## src/hdl/sld_pkg.sv

```systemverilog
// Shared types and constants for the spin loop detector.
`timescale 1ns / 1ps
`default_nettype none

package sld_pkg;

  localparam logic [1:0] CMD_SAMPLE = 2'd0;
  localparam logic [1:0] CMD_ABSENT = 2'd1;
  localparam logic [1:0] CMD_CLEAR  = 2'd2;

  localparam logic [63:0] BUSY_THRESHOLD_RESET = 64'd2000000;
  localparam logic [63:0] WINDOW_WIDTH_RESET   = 64'd4096;

  localparam logic       REG_BUSY_THRESHOLD = 1'b0;
  localparam logic       REG_WINDOW_WIDTH   = 1'b1;

  localparam logic [7:0] TICK_MAX = 8'd255;

  typedef struct packed {
    logic [1:0]  command;
    logic [7:0]  slot_index;
    logic [63:0] pc_value;
    logic [63:0] retired_count;
  } sld_in_t;

  typedef struct packed {
    logic        spin_report;
    logic        busy_tick;
    logic [63:0] count_delta;
    logic [63:0] window_low;
    logic [63:0] window_high;
    logic [63:0] window_span;
  } sld_out_t;

  // One slot record as stored in the record memory.
  typedef struct packed {
    logic [63:0] previous_count;
    logic [63:0] low_mark;
    logic [63:0] high_mark;
    logic [7:0]  busy_ticks;
    logic        reported_flag;
  } sld_rec_t;

  // Update decision handed from the update logic to the write port.
  typedef struct packed {
    logic     write;
    sld_rec_t rec;
    sld_out_t result;
  } sld_upd_t;

endpackage

`default_nettype wire

```

## src/hdl/sld_update.sv

```systemverilog
// Per-item record update: delta, busy test, window tracking, report latch, absent and clear.
`timescale 1ns / 1ps
`default_nettype none

module sld_update #(
  parameter int DEPTH          = 256,
  parameter int TICKS_REQUIRED = 4
) (
  input  wire sld_pkg::sld_in_t  item,
  input  wire sld_pkg::sld_rec_t rec,
  input  wire logic [63:0]       busy_threshold,
  input  wire logic [63:0]       window_width,
  output sld_pkg::sld_upd_t      upd
);
  import sld_pkg::*;

  localparam logic [8:0] SLOT_LIMIT = 9'(DEPTH);
  localparam logic [7:0] TICK_GOAL  = 8'(TICKS_REQUIRED);

  logic        in_range;
  logic [63:0] delta;
  logic        busy;
  logic [63:0] lo;
  logic [63:0] hi;
  logic [63:0] span;
  logic [7:0]  ticks;
  logic        wide;

  always_comb begin
    in_range = {1'b0, item.slot_index} < SLOT_LIMIT;
    delta    = item.retired_count - rec.previous_count;
    busy     = delta > busy_threshold;

    // Seed on the first busy tick, else widen.
    if (rec.busy_ticks == 8'd0) begin
      lo = item.pc_value;
      hi = item.pc_value;
    end else begin
      lo = (item.pc_value < rec.low_mark)  ? item.pc_value : rec.low_mark;
      hi = (item.pc_value > rec.high_mark) ? item.pc_value : rec.high_mark;
    end
    span  = hi - lo;
    ticks = (rec.busy_ticks == TICK_MAX) ? TICK_MAX : rec.busy_ticks + 8'd1;
    wide  = span >= window_width;

    upd.write  = 1'b0;
    upd.rec    = rec;
    upd.result = '0;

    if (in_range) begin
      case (item.command)
        CMD_SAMPLE: begin
          upd.write                 = 1'b1;
          upd.rec.previous_count    = item.retired_count;
          upd.result.count_delta    = delta;
          if (!busy) begin
            upd.rec.busy_ticks    = 8'd0;
            upd.rec.reported_flag = 1'b0;
          end else begin
            upd.result.busy_tick = 1'b1;
            if (wide) begin
              upd.rec.low_mark       = item.pc_value;
              upd.rec.high_mark      = item.pc_value;
              upd.rec.busy_ticks     = 8'd1;
              upd.rec.reported_flag  = 1'b0;
              upd.result.window_low  = item.pc_value;
              upd.result.window_high = item.pc_value;
            end else begin
              upd.rec.low_mark       = lo;
              upd.rec.high_mark      = hi;
              upd.rec.busy_ticks     = ticks;
              upd.result.window_low  = lo;
              upd.result.window_high = hi;
              upd.result.window_span = span;
              if (ticks >= TICK_GOAL && !rec.reported_flag) begin
                upd.rec.reported_flag  = 1'b1;
                upd.result.spin_report = 1'b1;
              end
            end
          end
        end
        CMD_ABSENT: begin
          upd.write             = 1'b1;
          upd.rec.busy_ticks    = 8'd0;
          upd.rec.reported_flag = 1'b0;
        end
        CMD_CLEAR: begin
          upd.write = 1'b1;
          upd.rec   = '0;
        end
        default: begin
          upd.write = 1'b0;
        end
      endcase
    end
  end

endmodule

`default_nettype wire

```

## config.mk

```make
export PLATFORM = sky130hd
export DESIGN_NAME = sld_update
export DESIGN_NICKNAME = d
export VERILOG_FILES = /design/src/hdl/sld_pkg.sv /design/src/hdl/sld_update.sv
export SDC_FILE = /design/constraint.sdc
export NUM_CORES = 1
export LEC_CHECK = 0
export ABC_AREA = 1
export BUFFER_PORTS_ARGS = -buffer_cell sky130_fd_sc_hd__buf_4
export CELL_PAD_IN_SITES_DETAIL_PLACEMENT = 1
export CELL_PAD_IN_SITES_GLOBAL_PLACEMENT = 1
export CORE_AREA = 2 2 366 368
export DETAILED_ROUTE_END_ITERATION = 8
export DIE_AREA = 0 0 368 370
export PLACE_DENSITY = 0.49
export SLEW_MARGIN = 20
export SYNTH_ARGS = -nofsm -noshare
export SYNTH_HDL_FRONTEND = slang
export SYNTH_SLANG_ARGS = --single-unit
```

## constraint.sdc

```tcl
create_clock -name vclk -period 9.5
set_clock_uncertainty 0.15 [all_clocks]
set_input_delay 1.9 -clock vclk [all_inputs]
set_output_delay 1.9 -clock vclk [all_outputs]
set_load 0.01 [all_outputs]
```

==> results of run 1 <==
[per-stage QoR]
step                      setup WS (ps)  instance area [sq um]  hold slack [ps]  TNS [ps]
final                             -1140                  42700             3920   -342500
after global routing              -1380                  42700             3940   -418380
after CTS                         -1080                  40300             3920   -321170
after detailed placement          -2620                  37400             3920   -757370
after global placement            -2550                  37400             3920   -732600
after floorplan                     512                  22000             3700         0
[final cells by class]
| class | instances | area, sq um |
|---|---|---|
| Timing Repair inverter | 1 | 11.3 |
| Fill cell | 17069 | 89800 |
| Tap cell | 1768 | 2210 |
| Multi-Input combinational cell | 3253 | 21500 |
| Inverter | 889 | 3390 |
| Antenna cell | 7 | 17.5 |
| Timing Repair Buffer | 1915 | 15600 |
[layer usage]
metal / GRT usage, % / share of wire, % / vias up
li1: - / - / 17038
met4: 3.28 / 1.7 / 12
met3: 3.19 / 4.7 / 106
met1: 30.0 / 43 / 16551
met5: 0 / 0.044 / -
met2: 45.0 / 51 / 893
[kinds of logic after synthesis]
logic type | count (synthesis) | synth area share, %
xor gates and xnor gates | 108 | 4.31
adders and majority gates | 385 | 22.0
AOI/OAI and AO/OA | 790 | 20.0
buffers and inverters | 982 | 17.7
and+or+nand+nor | 1970 | 36.0
[what timing repair did]
item	CTS	global route
setup endpoints to repair	330	331
resized for setup	491	496
buffers inserted	70	37
pin swaps	133	111
cloned	10	8
[cells in the final DEF (no fill, tap or decap), types with 15 or more instances in the layout]
| master | count |
|---|---|
| buf_12 | 30 |
| a21oi_2 | 86 |
| nor2_4 | 50 |
| nor2_2 | 53 |
| nand3_2 | 20 |
| o21bai_1 | 15 |
| nor2_1 | 312 |
| nand2_2 | 182 |
| a21o_1 | 26 |
| xnor2_1 | 16 |
| a21oi_1 | 254 |
| a21oi_4 | 20 |
| nand3_1 | 112 |
| inv_1 | 829 |
| nand4_1 | 40 |
| inv_2 | 50 |
| o21ai_1 | 69 |
| ha_1 | 324 |
| xor2_1 | 80 |
| nand2_1 | 1056 |
| a31oi_1 | 19 |
| ha_4 | 57 |
| o21ai_2 | 32 |
| buf_4 | 1760 |
| buf_6 | 96 |
| nand2_4 | 43 |
| o21a_1 | 17 |
| nor3_1 | 33 |
| o21ai_0 | 180 |
[power by group through the flow]
stage               sequential, mW    clock [mW]  combinational [mW]
finish                           0  0.0000000990                6.11
global placement                 0             0                4.81
global route                     0  0.0000000282                6.56
floorplan                        0             0                2.07
CTS                              0             0                5.59
detailed placement               0             0                4.85
[critical path: cells and delay by family]
kind	cells	cell delay (ps)
compound gates	6	880
fa+ha+maj	2	530
buf+inv	31	4000
simple gates	11	1270
[worst paths after layout]
check,from,endpoint,slack (ps),cells after the start
worst min-delay path,rec[0],upd[257],3920,3
worst max-delay path,rec[41],upd[62],-1140,50
==> out/qor.yml, run 1 <==
worstSetupPathType: "in2out"
p_leak_nw: 24.2
pwr-share-clk_pct: 0
routed_wirelength_um: 175000
synth_top_area_share_pct: 21.9
n_sequential_cell: 0
overflow: 0
syn2layout_area_growth_pct: 94.5
synthesis.nets: 5087
drt_iter0_drc: 1459
grt_pass1_wl_um: 245000
num_vias: 34600
ios: 927
die-area_sq_mm: 0.136
drt-wirelength-per-cell_um: 22.3
violations: "negative setup slack"
hold_class: "in2out"
port_buffers: 919
area.sequential_sq_um: 0
synthDistinctLibCells: 51
grt_pass1_vias: 36304
seq_power_share_pct: 0
worstMarginPinSlew_ps: 980
final.min_clock_period_ps: 10640
critPathSlowestCell: "ha_4"
synth.avg_cell_area_sq_um: 5.18
grt.total_usage_pct: 24.2
layout.nets: 6912
p_comb_share_pct: 100.0
antenna_found_initial: 19
final_antenna_net_count: 0
maxCapViolCount: 0
num_rows: 134
ys_seq_area_share_pct: 0
core_region_area_sq_mm: 0.132
crit_required_ps: 7450
first_pass_iters: 7
cellPowerDensity_mw_per_mm2: 143
synthTopCellsByCount: "nand2_1, inv_1, nor2_1, ha_1, a21oi_1"
setup_ws_ps: -1140
p_sw_mw: 3.34
yosys_warnings: 0
final.clkbuf_count: 0
fmax_mhz: 94.0
fin_util_pct: 32.2
synthCells: 4235
placedCellCount: 7705
viasPerCell: 4.42
setup_viol: 330
drc: 0
syn_area_sq_mm: 0.0220
outcome: "finished, violations left"
rsz0062_at_grt: "true"
final_cells: 7833
drive_above_1_share_pct: 43.1
routabilityCongestion: 0.942
max_slew_margin_pct: 34.1
die_y_um: 370
period_share_pct: 112
synth_area_leaders: "nand2_1, ha_1, inv_1"
hold_viol_final: 0
cp.arrival_ps: 8590
yosysTopAreaCell: "nand2_1"
start_util_pct: 16.6
crit_path_end_kind: "output port"
worstPathMaxFanout: 9
die-width_um: 368
finalPower_mw: 6.11
worstSetupStartpointType: "primary input"
cp_slowest_stage_delay_ps: 360
slew_viol_final: 0
synth_most_common_cell: "nand2_1"
swShare_pct: 54.6
vdd_drop_max_mv: 0.0747
cpMostUsedCell: "buf_4"
holdBufCountCts: 0
hpwl_um: 154000
internal_power_mw: 2.77
grt_max_degree: 65
Power figures use the tool's default switching activity.
==> run 2, diff against run 1 <==
- MAX_ROUTING_LAYER: default -> met4
==> run 2 against run 1 <==
  * The flow still finishes with violations (negative setup slack)
  * Flip-flop and latch count unchanged
  * Routed wire length increased by 0.45%
  * Via count down 0.69%
  * Sequential share of layout area unchanged
  * Combinational power about the same
  * Design area up 0.57%
  * Critical path depth grew 2
  * Non-clock buffer count down 12
  * Worst hold slack got worse by 3.6 ps
  * Total power shrank 0.17%
==> out/qor.yml, run 2 (same netlist as run 1, synthesis figures left out) <==
final_cell_mix: "buf_4, nand2_1, inv_1"  # unchanged
port_buffers: 919  # unchanged
routed.top_layer: "met4"  # was met5
rsz0062_at_grt: "true"  # unchanged
first_pass_iters: 5  # was 7
wl_met1_um: 76800  # was 75000 um
fmax_mhz: 94.7  # was 94.0 MHz
setup_ws_ps: -1060  # was -1140 ps
outcome: "finished, violations left"  # unchanged
die-width_um: 368  # unchanged
worstSetupPathType: "in2out"  # unchanged
grt_pass1_vias: 36607  # was 36304
critPathSlowestCell: "nand4_1"  # was ha_4
holdBufCountCts: 0  # unchanged
internal_power_mw: 2.77  # about the same
drt_iter0_drc: 1352  # was 1459
final_cell_area_sq_mm: 0.0429  # was 0.0427 sq mm
p_sw_mw: 3.32  # was 3.34 mW
grt_max_degree: 65  # unchanged
crit_required_ps: 7450  # about the same
final.min_clock_period_ps: 10560  # was 10640 ps
maxCapViolCount: 0  # unchanged
dr_wl_met2_um: 88600  # was 88300 um
overflow: 0  # unchanged
slew_viol_final: 0  # unchanged
place_area_sq_mm: 0.0375  # was 0.0374 sq mm
ios: 927  # unchanged
drc: 0  # unchanged
p_comb_share_pct: 100.0  # about the same
fin_util_pct: 32.4  # was 32.2%
final_antenna_net_count: 0  # unchanged
max_slew_margin_pct: 40.2  # was 34.1%
fill_cells: 17054  # was 17069
cellPowerDensity_mw_per_mm2: 142  # was 143 mW/mm^2
setup_viol: 330  # unchanged
antenna_found_initial: 18  # was 19
hpwl_um: 156000  # was 154000 um
grt.total_usage_pct: 25.1  # was 24.2%
seq_power_share_pct: 0  # about the same
crit_path_end_kind: "output port"  # unchanged
syn2layout_area_growth_pct: 95.6  # was 94.5%
viasPerCell: 4.39  # was 4.42
violations: "negative setup slack"  # unchanged
cp.arrival_ps: 8510  # was 8590 ps
cp_slowest_stage_delay_ps: 310  # was 360 ps
grt_pass1_wl_um: 247000  # was 245000 um
num_vias: 34360  # was 34600
met3_length_um: 7080  # was 8270 um
whs_ps: 3920  # about the same
worstSetupStartpointType: "primary input"  # unchanged
hold_class: "in2out"  # unchanged
final_common_cell: "buf_4"  # unchanged
core_region_area_sq_mm: 0.132  # unchanged
pwr-share-clk_pct: 0  # about the same
num_rows: 134  # unchanged
n_sequential_cell: 0  # unchanged
layout.nets: 6899  # was 6912
area.sequential_sq_um: 0  # unchanged
routed_wirelength_um: 175000  # about the same
swShare_pct: 54.5  # was 54.6%
drive_above_1_share_pct: 44.5  # was 43.1%
hold_viol_final: 0  # unchanged
worstMarginPinSlew_ps: 897  # was 980 ps
p_leak_nw: 24.2  # about the same
worstPathMaxFanout: 8  # was 9
die_y_um: 370  # unchanged
vdd_drop_max_mv: 0.0937  # was 0.0747 mV
final.clkbuf_count: 0  # unchanged
start_util_pct: 16.6  # unchanged
routabilityCongestion: 0.965  # was 0.942
die-area_sq_mm: 0.136  # unchanged
drt-wirelength-per-cell_um: 22.4  # was 22.3 um
period_share_pct: 111  # was 112%
cpMostUsedCell: "buf_6"  # was buf_4
==> run 2: critical path, delay by kind of cell <==
kind                     cells  cell delay, ps
adder cells (fa/ha/maj)      3             810
buffers and inverters       19            2330
AND/OR/NAND/NOR             30            3420
==> run 2: final cells by class <==
cell class	instances	area, sq um	area share (%)
antenna	14	35.0	0.0816
inverter	889	3380	7.88
multi-input combinational	3253	21800	50.7
tap	1768	2210	5.15
timing repair buffer	1903	15500	36.2
==> run 2: power groups by stage <==
| stage | logic [mW] | clock network (mW) | registers, mW |
|---|---|---|---|
| CTS | 5.69 | 0 | 0 |
| floorplan | 2.07 | 0 | 0 |
| detailed placement | 4.88 | 0 | 0 |
| global route | 6.56 | 0.000000184 | 0 |
| finish | 6.10 | 0.000000202 | 0 |
| global placement | 4.84 | 0 | 0 |
==> run 2: what timing repair did <==
item / 4_1_cts / 5_1_grt
setup endpoints to repair: 330 / 330
gates resized for setup: 678 / 395
pin swaps: 127 / 123
setup buffers: 61 / 37
cloned: 13 / 2
==> run 2: final timing paths <==
path                      from  endpoint  slack (ps)  cells after the start
worst max-delay path  item[87]  upd[308]       -1060                     52
worst min-delay path    rec[0]  upd[257]        3920                      3
==> run 2: through the flow <==
step,total power [mW],setup TNS [ps],cells,setup WS [ps]
after floorplan,2.07,0,4235,512
after global placement,4.84,-716000,7701,-2460
after detailed placement,4.88,-737680,7701,-2510
after CTS,5.69,-328200,7774,-1100
after global routing,6.56,-402220,7826,-1320
final,6.10,-311080,7827,-1060
==> run 2: per-layer routing <==
layer,global-route usage (%),up-vias
met5,-,-
met2,45.5,791
met4,2.85,0
met1,30.4,16439
li1,-,17035
met3,2.81,95
==> run 3, diff against run 2 <==
- ABC_AREA: 1 -> default
- CORE_AREA: 2 2 366 368 -> 2 2 357 359
- DIE_AREA: 0 0 368 370 -> 0 0 359 361
- PLACE_DENSITY: 0.49 -> 0.47
- SLEW_MARGIN: 20 -> default
==> run 3 against run 2 <==
  * Total power is 14% lower
  * The run still ends with negative setup slack left
  * Critical path depth is 14 lower
  * First-iteration DRC count is 15% higher
  * Cell count fell by 15%
  * Critical path type unchanged
  * Setup slack got worse by 1300 ps
  * Combinational power down 14%
  * Flip-flop and latch count is the same
  * Synthesized cell count fell by 26%
  * Largest power group unchanged
  * Routed wire length shrank 8.5%
==> out/qor.yml, run 3 <==
fin_util_pct: 31.5  # was 32.4%
ys_seq_area_share_pct: 0  # unchanged
fin_tns_setup_ps: -743380  # was -311080 ps
final_cell_mix: "buf_4, ha_1, inv_1"  # was buf_4, nand2_1, inv_1
pre_cts_slack_ps: -3990  # was -2510 ps
drt_iter0_drc: 1550  # was 1352
grt_pass1_vias: 31935  # was 36607
synth_top_area_share_pct: 23.6  # was 21.9%
setup_ws_ps: -2380  # was -1060 ps
yosys.area_share.xor_xnor_pct: 5.09  # was 4.31%
die-width_um: 359  # was 368 um
worstPathMaxFanout: 17  # was 8
crit_path_end_kind: "output port"  # unchanged
layout.nets: 5825  # was 6899
p_leak_nw: 21.5  # was 24.2 nW
final.min_clock_period_ps: 11880  # was 10560 ps
fmax_mhz: 84.2  # was 94.7 MHz
final.clkbuf_count: 0  # unchanged
drt-wirelength-per-cell_um: 24.2  # was 22.4 um
vdd_drop_max_mv: 0.0688  # was 0.0937 mV
cellPowerDensity_mw_per_mm2: 132  # was 142 mW/mm^2
rsz0062_at_grt: "true"  # unchanged
synthCells: 3117  # was 4235
placedCellCount: 6508  # was 7701
worstSetupStartpointType: "primary input"  # unchanged
synthAdderAreaFrac_pct: 23.8  # was 22.0%
grt.total_usage_pct: 23.4  # was 25.1%
final_cells: 6630  # was 7827
cpMostUsedCell: "buf_4"  # was buf_6
drc: 0  # unchanged
period_share_pct: 125  # was 111%
grt.met2_usage_pct: 40.7  # was 45.5%
routed_wirelength_um: 160000  # was 175000 um
drive_above_1_share_pct: 45.5  # was 44.5%
worstMarginPinSlew_ps: 805  # was 897 ps
viasPerCell: 4.60  # was 4.39
num_rows: 130  # was 134
routabilityCongestion: 0.920  # was 0.965
synth_most_common_cell: "ha_1"  # was nand2_1
synth_top_family_by_area: "compound AO/OA/AOI/OAI gates"  # was simple AND/OR/NAND/NOR gates
yosys_warnings: 0  # unchanged
synthTopCellsByCount: "ha_1, inv_1, nor2_1, a21oi_1, nand2_1"  # was nand2_1, inv_1, nor2_1, ha_1, a21oi_1
met1_usage_pct: 30.2  # was 30.4%
critPathSlowestCell: "a2111oi_4"  # was nand4_1
synthDistinctLibCells: 74  # was 51
core_region_area_sq_mm: 0.125  # was 0.132 sq mm
crit_buf_inv: 10  # was 19
port_buffers: 919  # unchanged
muxShareOfSynthArea_pct: 6.62  # was 0%
worstSetupPathType: "in2out"  # unchanged
overflow: 0  # unchanged
yosys.area_share.simple_pct: 22.5  # was 36.0%
setup_viol: 331  # was 330
hpwl_um: 136000  # was 156000 um
outcome: "finished, violations left"  # unchanged
grt_max_degree: 124  # was 65
holdBufCountCts: 0  # unchanged
syn2layout_area_growth_pct: 94.7  # was 95.6%
finalPower_mw: 5.22  # was 6.10 mW
final_antenna_net_count: 0  # unchanged
start_util_pct: 16.2  # was 16.6%
first_pass_iters: 5  # unchanged
synth.avg_cell_area_sq_um: 6.51  # was 5.18 sq um
crit_family: "compound AO/OA/AOI/OAI gates"  # was simple AND/OR/NAND/NOR gates
met3_usage_pct: 2.12  # was 2.81%
final_common_cell: "buf_4"  # unchanged
hold_viol_final: 0  # unchanged
violations: "negative setup slack"  # unchanged
n_sequential_cell: 0  # unchanged
slew_viol_final: 0  # unchanged
synth-compound-area-share_pct: 31.6  # was 20.0%
grt.busiest_layer: "met2"  # unchanged
synth_area_leaders: "ha_1, a21oi_1, inv_1"  # was nand2_1, ha_1, inv_1
ios: 927  # unchanged
yosysTopAreaCell: "ha_1"  # was nand2_1
maxCapViolCount: 0  # unchanged
syn_area_sq_mm: 0.0203  # was 0.0220 sq mm
cp_slowest_stage_delay_ps: 560  # was 310 ps
num_vias: 30523  # was 34360
die_y_um: 361  # was 370 um
max_slew_margin_pct: 45.9  # was 40.2%
cp.arrival_ps: 9830  # was 8510 ps
grt_pass1_wl_um: 222000  # was 247000 um
crit_required_ps: 7450  # about the same
synthesis.nets: 3969  # was 5087
area.sequential_sq_um: 0  # unchanged
die-area_sq_mm: 0.130  # was 0.136 sq mm
hold_class: "in2out"  # unchanged
antenna_found_initial: 11  # was 18
-- run 3: cell types whose count changed in the layout (fill, tap and decap cells not counted), moves of 107 or more --
cell     before   now
a21o_1       25   132
a22o_1        1   119
inv_1       816   348
buf_4      1754  1899
nand2_1     979   269
nand2_2     245     1
mux2i_1       0   113
-- run 3: power by group --
part | leakage (nW) | internal, mW | switching [mW] | total, mW
logic | 21.5 | 2.57 | 2.65 | 5.22
registers | 0 | 0 | 0 | 0
clock network | 0.0000543 | 0.000000113 | 0 | 0.000000113
total | 21.5 | 2.57 | 2.65 | 5.22
-- run 3: cells by family (layout without fill, tap and decap cells) --
family,count (synthesis),after routing
buffers and inverters,524,2377
muxes,134,134
other,0,9
AOI/OAI and AO/OA,994,995
and+or+nand+nor,962,962
xor gates and xnor gates,118,118
adders and majority gates,385,385
-- run 3: path summary, 6_finish.rpt --
path,startpoint,end,slack (ps),cells past startpoint
max,rec[74],upd[277],-2380,38
min,rec[0],upd[257],3910,3
-- run 3: final cells by class --
| type | instances | area [sq um] |
|---|---|---|
| antenna | 9 | 22.5 |
| fill | 15505 | 85900 |
| inverter | 362 | 1410 |
| multi-input combinational | 2594 | 19800 |
| tap | 1650 | 2060 |
| timing repair buffer | 2015 | 16200 |
-- run 3: metrics by stage --
stage               cell area, sq um  hold slack (ps)
global placement               36600             3910
CTS                            37900             3910
global route                   39500             3930
finish                         39500             3910
floorplan                      21000             3670
detailed placement             36600             3910
-- run 3: metal layers --
layer	wire length [um]	vias up	share of wire, %
met5	0	-	0
met4	2840	0	1.8
li1	-	14808	-
met2	77300	704	48
met3	6250	103	3.9
met1	74100	14908	46
-- run 3: what timing repair did --
item / 4_1_cts / 5_1_grt
buffers inserted: 50 / 48
cloned: 6 / 15
setup endpoints to repair: 331 / 331
gates resized for setup: 132 / 204
pin swaps: 69 / 121
